--- config.mk ---
export PLATFORM = sky130hd
export DESIGN_NAME = ipsd_fifo
export DESIGN_NICKNAME = d
export VERILOG_FILES = /design/src/rtl/ipsd_pkg.sv /design/src/rtl/ipsd_fifo.sv
export SDC_FILE = /design/constraint.sdc
export NUM_CORES = 1
export LEC_CHECK = 0
export BUFFER_PORTS_ARGS = -buffer_cell sky130_fd_sc_hd__clkbuf_2
export CAP_MARGIN = 30
export CORE_MARGIN = 3
export CORE_UTILIZATION = 45
export DETAILED_ROUTE_END_ITERATION = 12
export MAX_ROUTING_LAYER = met4
export PLACE_DENSITY_LB_ADDON = 0.12
export RECOVER_POWER = 25
export SLEW_MARGIN = 40
export SYNTH_ARGS = -nofsm -noshare
export SYNTH_HDL_FRONTEND = slang
export SYNTH_SLANG_ARGS = --single-unit
export TNS_END_PERCENT = 30
--- constraint.sdc ---
create_clock -name clk -period 2.2 [get_ports clk]
set_input_delay 0.11 -clock clk [delete_from_list [all_inputs] [get_ports clk]]
set_output_delay 0.11 -clock clk [all_outputs]
set_load 0.02 [all_outputs]
--- src/rtl/ipsd_pkg.sv ---
// Shared types, constants and codes for the icon pixel store downscale unit.
package ipsd_pkg;

    localparam int MAX_PIXELS_DEF      = 65536;
    localparam int MAX_TARGET_SIDE_DEF = 64;
    localparam int ADDR_MAX_W          = 20;
    localparam int DIV_W               = 24;
    localparam int QUEUE_DEPTH         = 4;

    localparam logic [1:0] CFG_SRC_WIDTH  = 2'd0;
    localparam logic [1:0] CFG_SRC_HEIGHT = 2'd1;
    localparam logic [1:0] CFG_MAX_SIDE   = 2'd2;

    typedef enum logic [1:0] {
        OP_CLEAR = 2'd0,
        OP_WRITE = 2'd1,
        OP_EMIT  = 2'd2
    } op_t;

    typedef enum logic [1:0] {
        CMD_CLEAR = 2'd0,
        CMD_WRITE = 2'd1,
        CMD_EMIT  = 2'd2
    } cmd_kind_t;

    typedef enum logic [1:0] {
        ST_OK        = 2'd0,
        ST_TOO_LARGE = 2'd1,
        ST_BAD_ROW   = 2'd2
    } status_t;

    // effective configuration (zero sizes already forced to one)
    typedef struct packed {
        logic [15:0] w;
        logic [15:0] h;
        logic [7:0]  max_side;
    } cfg_t;

    typedef struct packed {
        cmd_kind_t               kind;
        logic [ADDR_MAX_W-1:0]   addr;
        logic [15:0]             data;
    } cmd_t;

endpackage

--- src/rtl/ipsd_fifo.sv ---
// Short command queue between front end and back end.
module ipsd_fifo
    import ipsd_pkg::*;
(
    input  logic clk,
    input  logic rst_n,
    input  logic push,
    input  cmd_t push_cmd,
    output logic full,
    input  logic pop,
    output cmd_t pop_cmd,
    output logic empty
);

    localparam int PW = $clog2(QUEUE_DEPTH);
    localparam int CW = $clog2(QUEUE_DEPTH + 1);

    cmd_t          slot_reg [QUEUE_DEPTH];
    logic [PW-1:0] wr_ptr_reg, wr_ptr_next;
    logic [PW-1:0] rd_ptr_reg, rd_ptr_next;
    logic [CW-1:0] count_reg, count_next;

    assign full    = count_reg == CW'(QUEUE_DEPTH);
    assign empty   = count_reg == '0;
    assign pop_cmd = slot_reg[rd_ptr_reg];

    always_comb
    begin
        wr_ptr_next = push ? wr_ptr_reg + PW'(1) : wr_ptr_reg;
        rd_ptr_next = pop ? rd_ptr_reg + PW'(1) : rd_ptr_reg;
        count_next  = count_reg;
        if (push && !pop)
            count_next = count_reg + CW'(1);
        else if (pop && !push)
            count_next = count_reg - CW'(1);
    end

    always_ff @(posedge clk or negedge rst_n)
    begin
        if (!rst_n)
        begin
            wr_ptr_reg <= '0;
            rd_ptr_reg <= '0;
            count_reg  <= '0;
        end
        else
        begin
            wr_ptr_reg <= wr_ptr_next;
            rd_ptr_reg <= rd_ptr_next;
            count_reg  <= count_next;
        end
    end

    always_ff @(posedge clk)
    begin
        if (push)
            slot_reg[wr_ptr_reg] <= push_cmd;
    end

endmodule

Word-level counts from Yosys, hierarchy flattened

Memories as Yosys holds them, arrays and structs flattened.
Cells that the tools add are included.

Latch bits: 0
Input bits: 42
Memories: 1
RAM bits: 152
Register bits after elaboration: 7
Memory bits (read-only): 0

Memory list:

| name     | depth | width | read ports | clocked after Yosys merged registers in | wr ports | RTL line        | text |
|---|---|---|---|---|---|---|---|
| slot_reg | 4     | 38    | 1          | 0                                       | 1        | ipsd_fifo.sv:18 | `cmd_t slot_reg [QUEUE_DEPTH];` |

Mux-type cells: 4
Shifts and indexed selects: 0
Equal/unequal tests: 1
$mul: 0
Divide/modulo/power cells: 0
Bitwise logic cells: 0
Order comparisons: 0
$add $sub $neg: 4
Reductions and logical operators: 6

Operators by type and width:

| cell                | count |
|---|---|
| $mux 3              | 2 |
| $add 2x1->2 const B | 2 |
| $add 3x1->3 const B | 1 |
| $eq 3x3->1 const B  | 1 |
| $logic_not 3->1     | 1 |
| $sub 3x1->3 const B | 1 |
| $logic_and 1x1->1   | 2 |
| $logic_not 1->1     | 2 |
| $mux 1              | 2 |
| $reduce_bool 2->1   | 1 |

Depth between registers and ports, before layout

Depth in word-level cells: 4
Mapped depth: 7

Worst setup path after synthesis

Ideal clock, no wire load.

Path kind: register to register
From: reg wr_ptr_reg[0]
To: mem slot_reg[2][0] (netlist name), enable pin
Arrival: 1.544 ns
Period minus slack after synthesis: 1.943 ns
Stages on the path, launching flop included: 4
Slack: 0.257 ns
Cell sequence: dfrtp_1 inv_1 ha_1 and2_1

RTL lines:

| what                   | RTL line        | text |
|---|---|---|
| from (decl)            | ipsd_fifo.sv:19 | `logic [PW-1:0] wr_ptr_reg, wr_ptr_next;` |
| from (signal assigned) | ipsd_fifo.sv:48 | `wr_ptr_reg <= wr_ptr_next;` |
| to (decl)              | ipsd_fifo.sv:18 |  |

Straight into the memory's write port.

==> summary.txt <==
Route
  – DRT Pass-1 Iters: 4
  – Routed wire per std cell: 18.5 um
  – Via Count: 2796
  – Routed vias/inst: 4.98
  – Final antenna-violating net count: 0
  – # DRC: 0
  – Final WL: 10.4 mm
  – DRC violation total after the first TritonRoute iteration: 180

Synthesis
  – Post-Syn Area: 5920 um2
  – Post-synth EDFFs: 152
  – Top FF cell, synth: edfxtp_1
  – Synth warn: 0
  – Syn Area/Cell: 25.4 um2
  – Seq/Total Area, Yosys: 80.0%
  – Top post-synthesis cells by area: edfxtp_1, mux4_2, dfrtp_1
  – Synth top cells by count: edfxtp_1, mux4_2, dfrtp_1, ha_1
  – Number of synthesized register bits: 159
  – Syn_nets: 281
  – Asr flop ratio synth: 4.40%
  – Unique masters post-synth: 19
  – Top-area cell type share of the netlist area: 77.0%
  – Count leader, synth: edfxtp_1
  – Dominant cell type by area after synthesis: edfxtp_1
  – Cells after Synth: 233

Min path
  – Worst Hold Class: in2async

Global routing
  – First-pass GRT wire length: 16.0 mm
  – Total track usage: 15.6%
  – Largest net degree at the start of global routing: 26
  – Initial antenna violation count: 0
  – GRT overflow: 0
  – Vias in the first global route: 2965

STA
  – Max-slew violation count: 0
  – Setup TNS: 0 ns
  – PnR worst setup slack: 0.164 ns
  – Period minus WS final: 2.04 ns
  – Final setup fails: 0
  – Fin. Hold Viols: 0
  – Final period utilization: 92.5%
  – Slew @ Worst Pin: 0.540 ns
  – RSZ-0062 raised after global routing: no
  – FMAX: 491 MHz
  – Max_slew headroom: 64.0%
  – Fin Clk Skew: 0.0130 ns

Power and ir drop
  – Pwr/cell area: 1340 nW/um2
  – Leakage: 0.00262 uW
  – VDD IR max: 0.772 mV

Cells and area
  – Synth-to-layout area growth: 26.8%
  – Layout cells sized above 1: 36.2%
  – Fillers: 993
  – Largest register FFs: 152
  – Final non-filler cell total: 561
  – ANT cells: 0
  – Post-route cell area: 7510 um2
  – Fin nets: 424

Status
  – Status: completed

CTS
  – Clk slew on worst S/H paths: 0.06 ns
  – Clock Latency Late Sink: 0.42 ns
  – CTS Buf Count: 17
  – CTS tree: done
  – Post_cts resized: 0
  – Clock sinks: 159
  – Root Buffer: clkbuf_16
  – Longest Clk Path Bufs: 2
  – # H-tree levels: 4

Placed design
  – Placed cell area: 6560 um2
  – Cells after DPL: 488
  – GPL Wtd Cong: 0.752
  – Input/output buffers: 81
  – Hpwl dp: 6.31 mm
  – Pre-CTS setup slack: 0.569 ns

Flow run
  – Total of max-cap violations: 0

Setup path
  – Max stage delay on crit path: 0.58 ns
  – R2R setup slack: 0.72 ns
  – Crit end category: output pin
  – Critical path launch point type: flop
  – Required @ worst endpoint: 2.09 ns
  – CP Cell Sequence: buf_4 > mux4_2 > clkbuf_2
  – Crit path kind: reg2out
  – R2r startpoint: wr_ptr_reg[1]$_DFFE_PN0P_
  – Critical Path AT: 1.93 ns
  – Reg2reg path depth: 4
  – FF-to-FF End: slot_reg[1][14]$_DFFE_PP_
  – CP Max Fanout: 19
  – Slowest cell on crit path: mux4_2

Floorplan
  – Die Ht: 121 um
  – Die X-Extent: 121 um
  – Core Area: 12700 um2
  – Row count: 41
  – Starting Density: 46.6%
  – Die area: 14600 um2
  – I/O pin cnt: 82
[critical path: cells and delay by family, from the launching register on]
kind	cells	cell delay (ns)
multiplexers	1	0.58
flip-flops	1	0.38
buffers and inverters	2	0.54
[power by group]
| group | switching (uW) | internal, uW |
|---|---|---|
| clock network | 1070 | 1750 |
| logic | 1710 | 1320 |
| registers | 243 | 3970 |
| total | 3030 | 7050 |
[cells by family after synthesis]
kind of cell / count (synthesis) / share of synthesized area (%)
buf+inv: 13 / 2.18
mux: 39 / 14.6
simple gates: 9 / 0.824
compound gates: 1 / 0.0844
flops: 159 / 80.0
xor+xnor: 6 / 0.887
fa+ha+maj: 6 / 1.39
[worst max path at each step]
stage / startpoint / end / cells after the start
final: rd_ptr_reg[0]$_DFFE_PN0P_ / pop_cmd[37] / 3
after global routing: rd_ptr_reg[0]$_DFFE_PN0P_ / pop_cmd[37] / 3
after CTS: rd_ptr_reg[0]$_DFFE_PN0P_ / pop_cmd[37] / 3
after detailed placement: rd_ptr_reg[0]$_DFFE_PN0P_ / pop_cmd[37] / 3
after global placement: rd_ptr_reg[0]$_DFFE_PN0P_ / pop_cmd[37] / 3
after floorplan: wr_ptr_reg[0]$_DFFE_PN0P_ / slot_reg[2][0]$_DFFE_PP_ / 3
[stage by stage]
stage                     utilization [%]  total power (uW)  hold WS [ns]
final                                59.1             10100         0.147
after CTS                            59.3             10200        0.0601
after detailed placement             51.6              7370       -0.0310
after global routing                 59.1             10500         0.174
after floorplan                         -              6450        -0.186
after global placement               51.6              7330       -0.0349
[placed cells by master (no fill, tap or decap), drive strengths merged]
cell type	n
and2	4
buf	11
bufinv	2
clkbuf	106
clkinv	4
clkinvlp	1
dfrtp	7
dlygate4sd3	41
edfxtp	152
fa	1
ha	5
inv	4
mux2	1
mux4	38
nand2	2
nor2	1
nor3	1
nor3b	1
o21ai	1
xnor2	2
xor2	4
[per-layer routing]
layer  wire length (um)  vias up  track usage (%)  part of all wire [%]
met5                  0        -                -                     0
met4                191        0             6.80                   1.8
met3                411       16             4.07                   4.0
met2               5150       71             23.7                    50
met1               4610     1443             20.0                    45
li1                   -     1266                -                     -
[repair_timing]
item | in CTS | in global routing
hold buffers | 41 | 0
hold endpoints to repair | 162 | 0
buffers inserted | 0 | 0
[area by class of cell]
class | count | area (um2) | area share [%]
Sequential cell | 159 | 4740 | 63.1
Multi-Input combinational cell | 61 | 1060 | 14.1
Clock buffer | 25 | 485 | 6.46
Tap cell | 172 | 215 | 2.86
Timing Repair Buffer | 133 | 907 | 12.1
Clock inverter | 7 | 87.6 | 1.17
Inverter | 4 | 15.0 | 0.200
No activity file was read; power rests on OpenSTA's default activity.
