`config.mk`:
```
export PLATFORM = sky130hd
export DESIGN_NAME = ipsd_front
export DESIGN_NICKNAME = d
export VERILOG_FILES = /design/src/rtl/ipsd_pkg.sv /design/src/rtl/ipsd_front.sv
export SDC_FILE = /design/constraint.sdc
export NUM_CORES = 1
export LEC_CHECK = 0
export BUFFER_PORTS_ARGS = -buffer_cell sky130_fd_sc_hd__buf_4
export CAP_MARGIN = 40
export CORE_ASPECT_RATIO = 0.5
export CORE_MARGIN = 1
export CORE_UTILIZATION = 30
export CTS_CLUSTER_SIZE = 14
export DETAILED_ROUTE_END_ITERATION = 6
export PLACE_DENSITY = 0.44
export SLEW_MARGIN = 20
export SYNTH_ARGS = -nofsm -noshare
export SYNTH_HDL_FRONTEND = slang
export SYNTH_SLANG_ARGS = --single-unit
export TNS_END_PERCENT = 1
```
`constraint.sdc`:
```
create_clock -name clk -period 5.62 [get_ports clk]
set_clock_uncertainty 0.15 [all_clocks]
set_input_delay 0.843 -clock clk [delete_from_list [all_inputs] [get_ports clk]]
set_output_delay 0.843 -clock clk [all_outputs]
set_load 0.01 [all_outputs]
```
`src/rtl/ipsd_pkg.sv`:
```
// Shared types, constants and codes for the icon pixel store downscale unit.
package ipsd_pkg;

    localparam int MAX_PIXELS_DEF      = 65536;
    localparam int MAX_TARGET_SIDE_DEF = 64;
    localparam int ADDR_MAX_W          = 20;
    localparam int DIV_W               = 24;
    localparam int QUEUE_DEPTH         = 4;

    localparam logic [1:0] CFG_SRC_WIDTH  = 2'd0;
    localparam logic [1:0] CFG_SRC_HEIGHT = 2'd1;
    localparam logic [1:0] CFG_MAX_SIDE   = 2'd2;

    typedef enum logic [1:0] {
        OP_CLEAR = 2'd0,
        OP_WRITE = 2'd1,
        OP_EMIT  = 2'd2
    } op_t;

    typedef enum logic [1:0] {
        CMD_CLEAR = 2'd0,
        CMD_WRITE = 2'd1,
        CMD_EMIT  = 2'd2
    } cmd_kind_t;

    typedef enum logic [1:0] {
        ST_OK        = 2'd0,
        ST_TOO_LARGE = 2'd1,
        ST_BAD_ROW   = 2'd2
    } status_t;

    // effective configuration (zero sizes already forced to one)
    typedef struct packed {
        logic [15:0] w;
        logic [15:0] h;
        logic [7:0]  max_side;
    } cfg_t;

    typedef struct packed {
        cmd_kind_t               kind;
        logic [ADDR_MAX_W-1:0]   addr;
        logic [15:0]             data;
    } cmd_t;

endpackage

```
`src/rtl/ipsd_front.sv`:
```
// Front end: accepts items, drops invalid ones, packs pixels and forms store addresses.
module ipsd_front
    import ipsd_pkg::*;
(
    input  logic        clk,
    input  logic        rst_n,
    input  cfg_t        cfg,
    input  logic        hold,
    input  logic        in_valid,
    output logic        in_ready,
    input  logic [1:0]  in_op,
    input  logic [15:0] in_col,
    input  logic [15:0] in_row,
    input  logic [7:0]  in_red,
    input  logic [7:0]  in_green,
    input  logic [7:0]  in_blue,
    input  logic        q_full,
    output logic        q_push,
    output cmd_t        q_cmd
);

    logic        stg_valid_reg, stg_valid_next;
    logic        stg_keep_reg, stg_keep_next;
    cmd_kind_t   stg_kind_reg, stg_kind_next;
    logic [31:0] stg_prod_reg, stg_prod_next;
    logic [15:0] stg_col_reg, stg_col_next;
    logic [15:0] stg_data_reg, stg_data_next;
    logic        accept;
    logic        advance;
    logic [31:0] addr_sum;

    // RGB565 with its two bytes swapped
    function automatic logic [15:0] pack565(input logic [7:0] r, input logic [7:0] g,
                                            input logic [7:0] b);
        logic [15:0] c;
        c = {r[7:3], g[7:2], b[7:3]};
        return {c[7:0], c[15:8]};
    endfunction

    assign advance  = !stg_keep_reg || !q_full;
    assign in_ready = !hold && (!stg_valid_reg || advance);
    assign accept   = in_valid && in_ready;
    assign addr_sum = stg_prod_reg + {16'd0, stg_col_reg};

    assign q_push    = stg_valid_reg && stg_keep_reg && !q_full;
    assign q_cmd.kind = stg_kind_reg;
    assign q_cmd.addr = addr_sum[ADDR_MAX_W-1:0];
    assign q_cmd.data = stg_data_reg;

    always_comb
    begin
        stg_valid_next = stg_valid_reg;
        stg_keep_next  = stg_keep_reg;
        stg_kind_next  = stg_kind_reg;
        stg_prod_next  = stg_prod_reg;
        stg_col_next   = stg_col_reg;
        stg_data_next  = stg_data_reg;
        if (accept)
        begin
            stg_valid_next = 1'b1;
            stg_prod_next  = in_row * cfg.w;
            stg_col_next   = in_col;
            case (in_op)
                OP_CLEAR:
                begin
                    stg_keep_next = 1'b1;
                    stg_kind_next = CMD_CLEAR;
                    stg_data_next = 16'd0;
                end
                OP_WRITE:
                begin
                    stg_keep_next = (in_col < cfg.w) && (in_row < cfg.h);
                    stg_kind_next = CMD_WRITE;
                    stg_data_next = pack565(in_red, in_green, in_blue);
                end
                OP_EMIT:
                begin
                    stg_keep_next = 1'b1;
                    stg_kind_next = CMD_EMIT;
                    stg_data_next = in_row;
                end
                default:
                begin
                    stg_keep_next = 1'b0;
                    stg_kind_next = CMD_CLEAR;
                    stg_data_next = 16'd0;
                end
            endcase
        end
        else if (stg_valid_reg && advance)
        begin
            stg_valid_next = 1'b0;
        end
    end

    always_ff @(posedge clk or negedge rst_n)
    begin
        if (!rst_n)
        begin
            stg_valid_reg <= 1'b0;
            stg_keep_reg  <= 1'b0;
        end
        else
        begin
            stg_valid_reg <= stg_valid_next;
            stg_keep_reg  <= stg_keep_next;
        end
    end

    always_ff @(posedge clk)
    begin
        stg_kind_reg <= stg_kind_next;
        stg_prod_reg <= stg_prod_next;
        stg_col_reg  <= stg_col_next;
        stg_data_reg <= stg_data_next;
    end

endmodule

```
Word level (Yosys, flattened, before mapping)
Cells that the tools add are included.

Logic and storage cells: 32. Bits in registers: 56. Bits of input ports: 103.

$add $sub $neg: 1. Order comparisons: 2. $mul: 1. Equality and inequality tests: 2. Reductions and logical operators: 15. Multiplexer cells: 5.

Operator list (number): 16-bit less-than comparator (2); 16-bit one-hot mux with 2 select lines (1); 20-bit by 16-bit adder with 20-bit output (1); 16-bit by 16-bit multiplier with 20-bit output (1); 1-bit logical AND (6); 1-bit logical NOT (4); 2-bit one-hot mux with 2 select lines (1); 2-bit by 1-bit == test with 1-bit output (second input constant) (1); 2-bit == test (second input constant) (1); 2-bit logical NOT (1); 1-bit logical OR (2); 1-bit 2-to-1 mux (2); 1-bit one-hot mux with 2 select lines (1); 2-bit nonzero test (1); 2-bit OR reduction (1).

Logic depth before layout (Yosys ltp)
Depth after elaboration: 6. Mapped depth: 22.

Worst setup path before layout
Ideal clock, no wire load.

Path type: input to register. Start: in cfg[31] (netlist bit). End: reg stg_prod_reg[17], data pin. Setup slack: -0.745 ns. Data arrival time: 5.955 ns. Cell stages on the path: 20. Setup time: 0.260 ns. Required time: 5.210 ns. Buffers on the path: 1. Cell sequence: clkbuf_1 > nand2_1 > fa_1 > inv_1 > fa_1 > inv_1 > fa_1 > inv_1 > fa_1 > fa_1 > inv_1 > fa_1 > inv_1 > ha_1 > o21a_1 > o21ai_0 > nor2_1 > a221o_1 > or2_2 > xor2_1.

Word-level cells in the longest chain between the ends: 1.

RTL lines: from (decl) (line ipsd_front.sv:7) `input cfg_t cfg,`; 16-bit by 16-bit multiplier with 20-bit output (line ipsd_front.sv:61) `stg_prod_next = in_row * cfg.w;`; to (signal assigned) (line ipsd_front.sv:113) `stg_prod_reg <= stg_prod_next;`; to (decl) (line ipsd_front.sv:25) `logic [31:0] stg_prod_reg, stg_prod_next;`.

Every way passes these cells. A chain may end at the register's enable or synchronous reset.

Final worst setup path
Start: in cfg[28] (netlist bit). End: reg stg_prod_reg[17], data pin.

Same word-level chain as after synthesis.

==> flow_summary.toml <==
[worst_setup_path]
cp_max_fo = 13
start_kind = "input pin"
r2r-start = "stg_valid_reg$_DFFE_PN0P_"
cp.required_ns = 5.54
rrSetupSlack_ns = 3.31
reg2regPathDepth = 4
critPathKind = "in -> reg"
end_kind = "flip-flop"
r2r_end = "stg_col_reg[14]$_DFFE_PP_"
arrival_ns = 5.51

[global_routing]
grt_pass1_vias = 7393
grt_usage = 0.164
grt_pass1_wl_um = 40300
overflow = 0
grt_max_degree = 37
antenna_found_initial = 0

[cts]
cts_hold_repair.buffers = 0
cts_max_level = 2
clk_pin_slew_ns = 0.08
clock_tree.buffer_depth = 2
clock-sinks = 56
root_buffer = "clkbuf_16"
insertion_delay_ns = 0.31
cts_buffers = 5
cts_tree = "built"

[place]
dp_hpwl_um = 22000
place_area_mm2 = 0.0115
gp_congestion = 0.823
port_buffers = 126

[synthesis]
synthArstFlopShare = 0.0357
yosysUniqueCellTypes = 47
synth_area_mm2 = 0.00935
synthCells = 1007
synth_edf_count = 54
synth_warnings = 0
synth.most_common_cell = "inv_1"
ys_seq_area_frac = 0.179
synth_top_area_share = 0.283
ys_ff_latch = 56
synth_nets = 1349
ys_top_cells_by_count = "inv_1 (208), fa_1 (132), nand2_1 (118)"
ys.flop_type = "edfxtp_1"
yosysTopAreaCell = "fa_1"
avgSynthCellArea_um2 = 9.28
synth_area_leaders = "fa_1 (28%), edfxtp_1 (17%), ha_1 (14%), inv_1 (8.4%), and2_1 (6.3%)"

[status]
status = "finished, final reports clean"

[detailed_routing]
drtIter0Drc = 307
dr.pass1.iters = 5
vias_per_cell = 4.46
wl_per_cell_um = 15.6
drc = 0
ant_nets = 0
via_count = 7272
wl_um = 25400

[sta]
hold_slack_ns = 0.146
setup_viol_count_final = 0
drv_slew = 0
final.period_utilization = 0.995
fin_crit_ns = 5.59
hold_viol_final = 0
max_slew_margin = 0.522
rsz0062_at_grt = "yes"
timing.fmax_mhz = 179
tightestPinTransition_ns = 0.718

[power_and_ir_drop]
total_power_mw = 6.93
p_leak_nw = 5.76
p_per_area_mw_per_mm2 = 584
peakVddDrop_mv = 0.710

[floorplanning]
initial_core_util = 0.307
core_mm2 = 0.0305
die_w_um = 252
die_h_um = 127
row_count = 45
pin_count = 143
die_area_mm2 = 0.0319

[worst_hold_path]
hp-class = "in -> async"

[cells_and_area]
largest_reg_flops = 20
diodes = 0
fin_nets = 1548
areaGrowthSynthToFinish_pct = 26.9
drive_gt1_frac = 0.223
final_area_mm2 = 0.0119

[flow_run]
max-cap-violations = 0
## final cells by class
| class | instances | area (µm²) |
|---|---|---|
| fillers | 3119 | 18600 |
| multi-input cells | 711 | 6920 |
| repair buffers | 224 | 1820 |
| flip-flops and latches | 56 | 1670 |
| inverters | 208 | 781 |
| well taps | 423 | 529 |
| clock buffers | 5 | 125 |
| clock inverters | 3 | 22.5 |
## worst max path at each step
stage                    from                          to  slack (ns)  depth (start not counted)
floorplan             cfg[31]  stg_prod_reg[17]$_DFFE_PP_       -0.21                         20
global placement      cfg[25]  stg_prod_reg[19]$_DFFE_PP_       -0.50                         19
detailed placement  in_row[5]  stg_prod_reg[19]$_DFFE_PP_       -0.50                         18
CTS                   cfg[28]  stg_prod_reg[17]$_DFFE_PP_       -0.02                         19
global route          cfg[28]  stg_prod_reg[17]$_DFFE_PP_       -0.13                         19
finish                cfg[28]  stg_prod_reg[17]$_DFFE_PP_        0.03                         18
## power by group
| group | internal (mW) | switching [mW] |
|---|---|---|
| registers | 0.736 | 0.0398 |
| logic | 3.01 | 2.82 |
| clock network | 0.167 | 0.161 |
| total | 3.91 | 3.02 |
## worst max-delay path, cell delays in order
cell and delay, ns:
buf_8 0.13, and2_4 0.16, fa_1 0.53, inv_1 0.05
fa_1 0.52, fa_1 0.45, fa_1 0.49, inv_1 0.05
fa_1 0.47, inv_1 0.05, fa_1 0.47, inv_1 0.06
ha_4 0.16, nor3_1 0.22, o21ai_2 0.12, a221o_1 0.37
or2_4 0.24, xor2_1 0.13
## logic make-up (layout without fill, tap and decap cells)
group | count (synthesis) | after routing | share of synthesized area
AND/OR/NAND/NOR | 295 | 295 | 0.158
XOR/XNOR | 53 | 53 | 0.0497
multiplexers | 2 | 2 | 0.00214
buffers and inverters | 240 | 440 | 0.0968
AO/OA/AOI/OAI | 122 | 122 | 0.0886
adder cells (fa/ha/maj) | 239 | 239 | 0.426
flip-flops | 56 | 56 | 0.179
## cells in the final DEF (no fill, tap or decap), types with 7 or more instances in the layout
cell	count
nor2b_1	25
nand2b_1	11
edfxtp_1	54
o21ai_0	17
xnor2_1	37
fa_1	130
nor2_1	23
xor2_1	14
nor3_1	8
o21a_1	11
nand2_1	114
buf_6	7
inv_1	202
buf_4	206
a21oi_1	21
a21o_1	16
and2_1	89
ha_1	100
a22oi_1	16
## metal layers
layer,wire (µm),GRT usage,up-vias
met5,0,0,-
met4,216,0.0251,0
met3,649,0.0166,13
met2,11900,0.264,98
met1,12600,0.240,3607
li1,-,-,3554
## timing repair
item | CTS | global route
pin swaps | 13 | 12
gates resized for setup | 31 | 17
setup buffers | 0 | 1
endpoints found under the setup margin | 5 | 6
## metrics by stage
stage	util	setup WS, ns	setup TNS, ns	cells
after CTS	0.387	-0.0172	-0.0172	1629
final	0.390	0.0290	0	1630
after global placement	0.379	-0.503	-2.56	1621
after floorplan	-	-0.213	-0.528	1007
after detailed placement	0.379	-0.502	-2.77	1621
after global routing	0.390	-0.131	-0.447	1630
No activity file was read; power rests on OpenSTA's default activity.
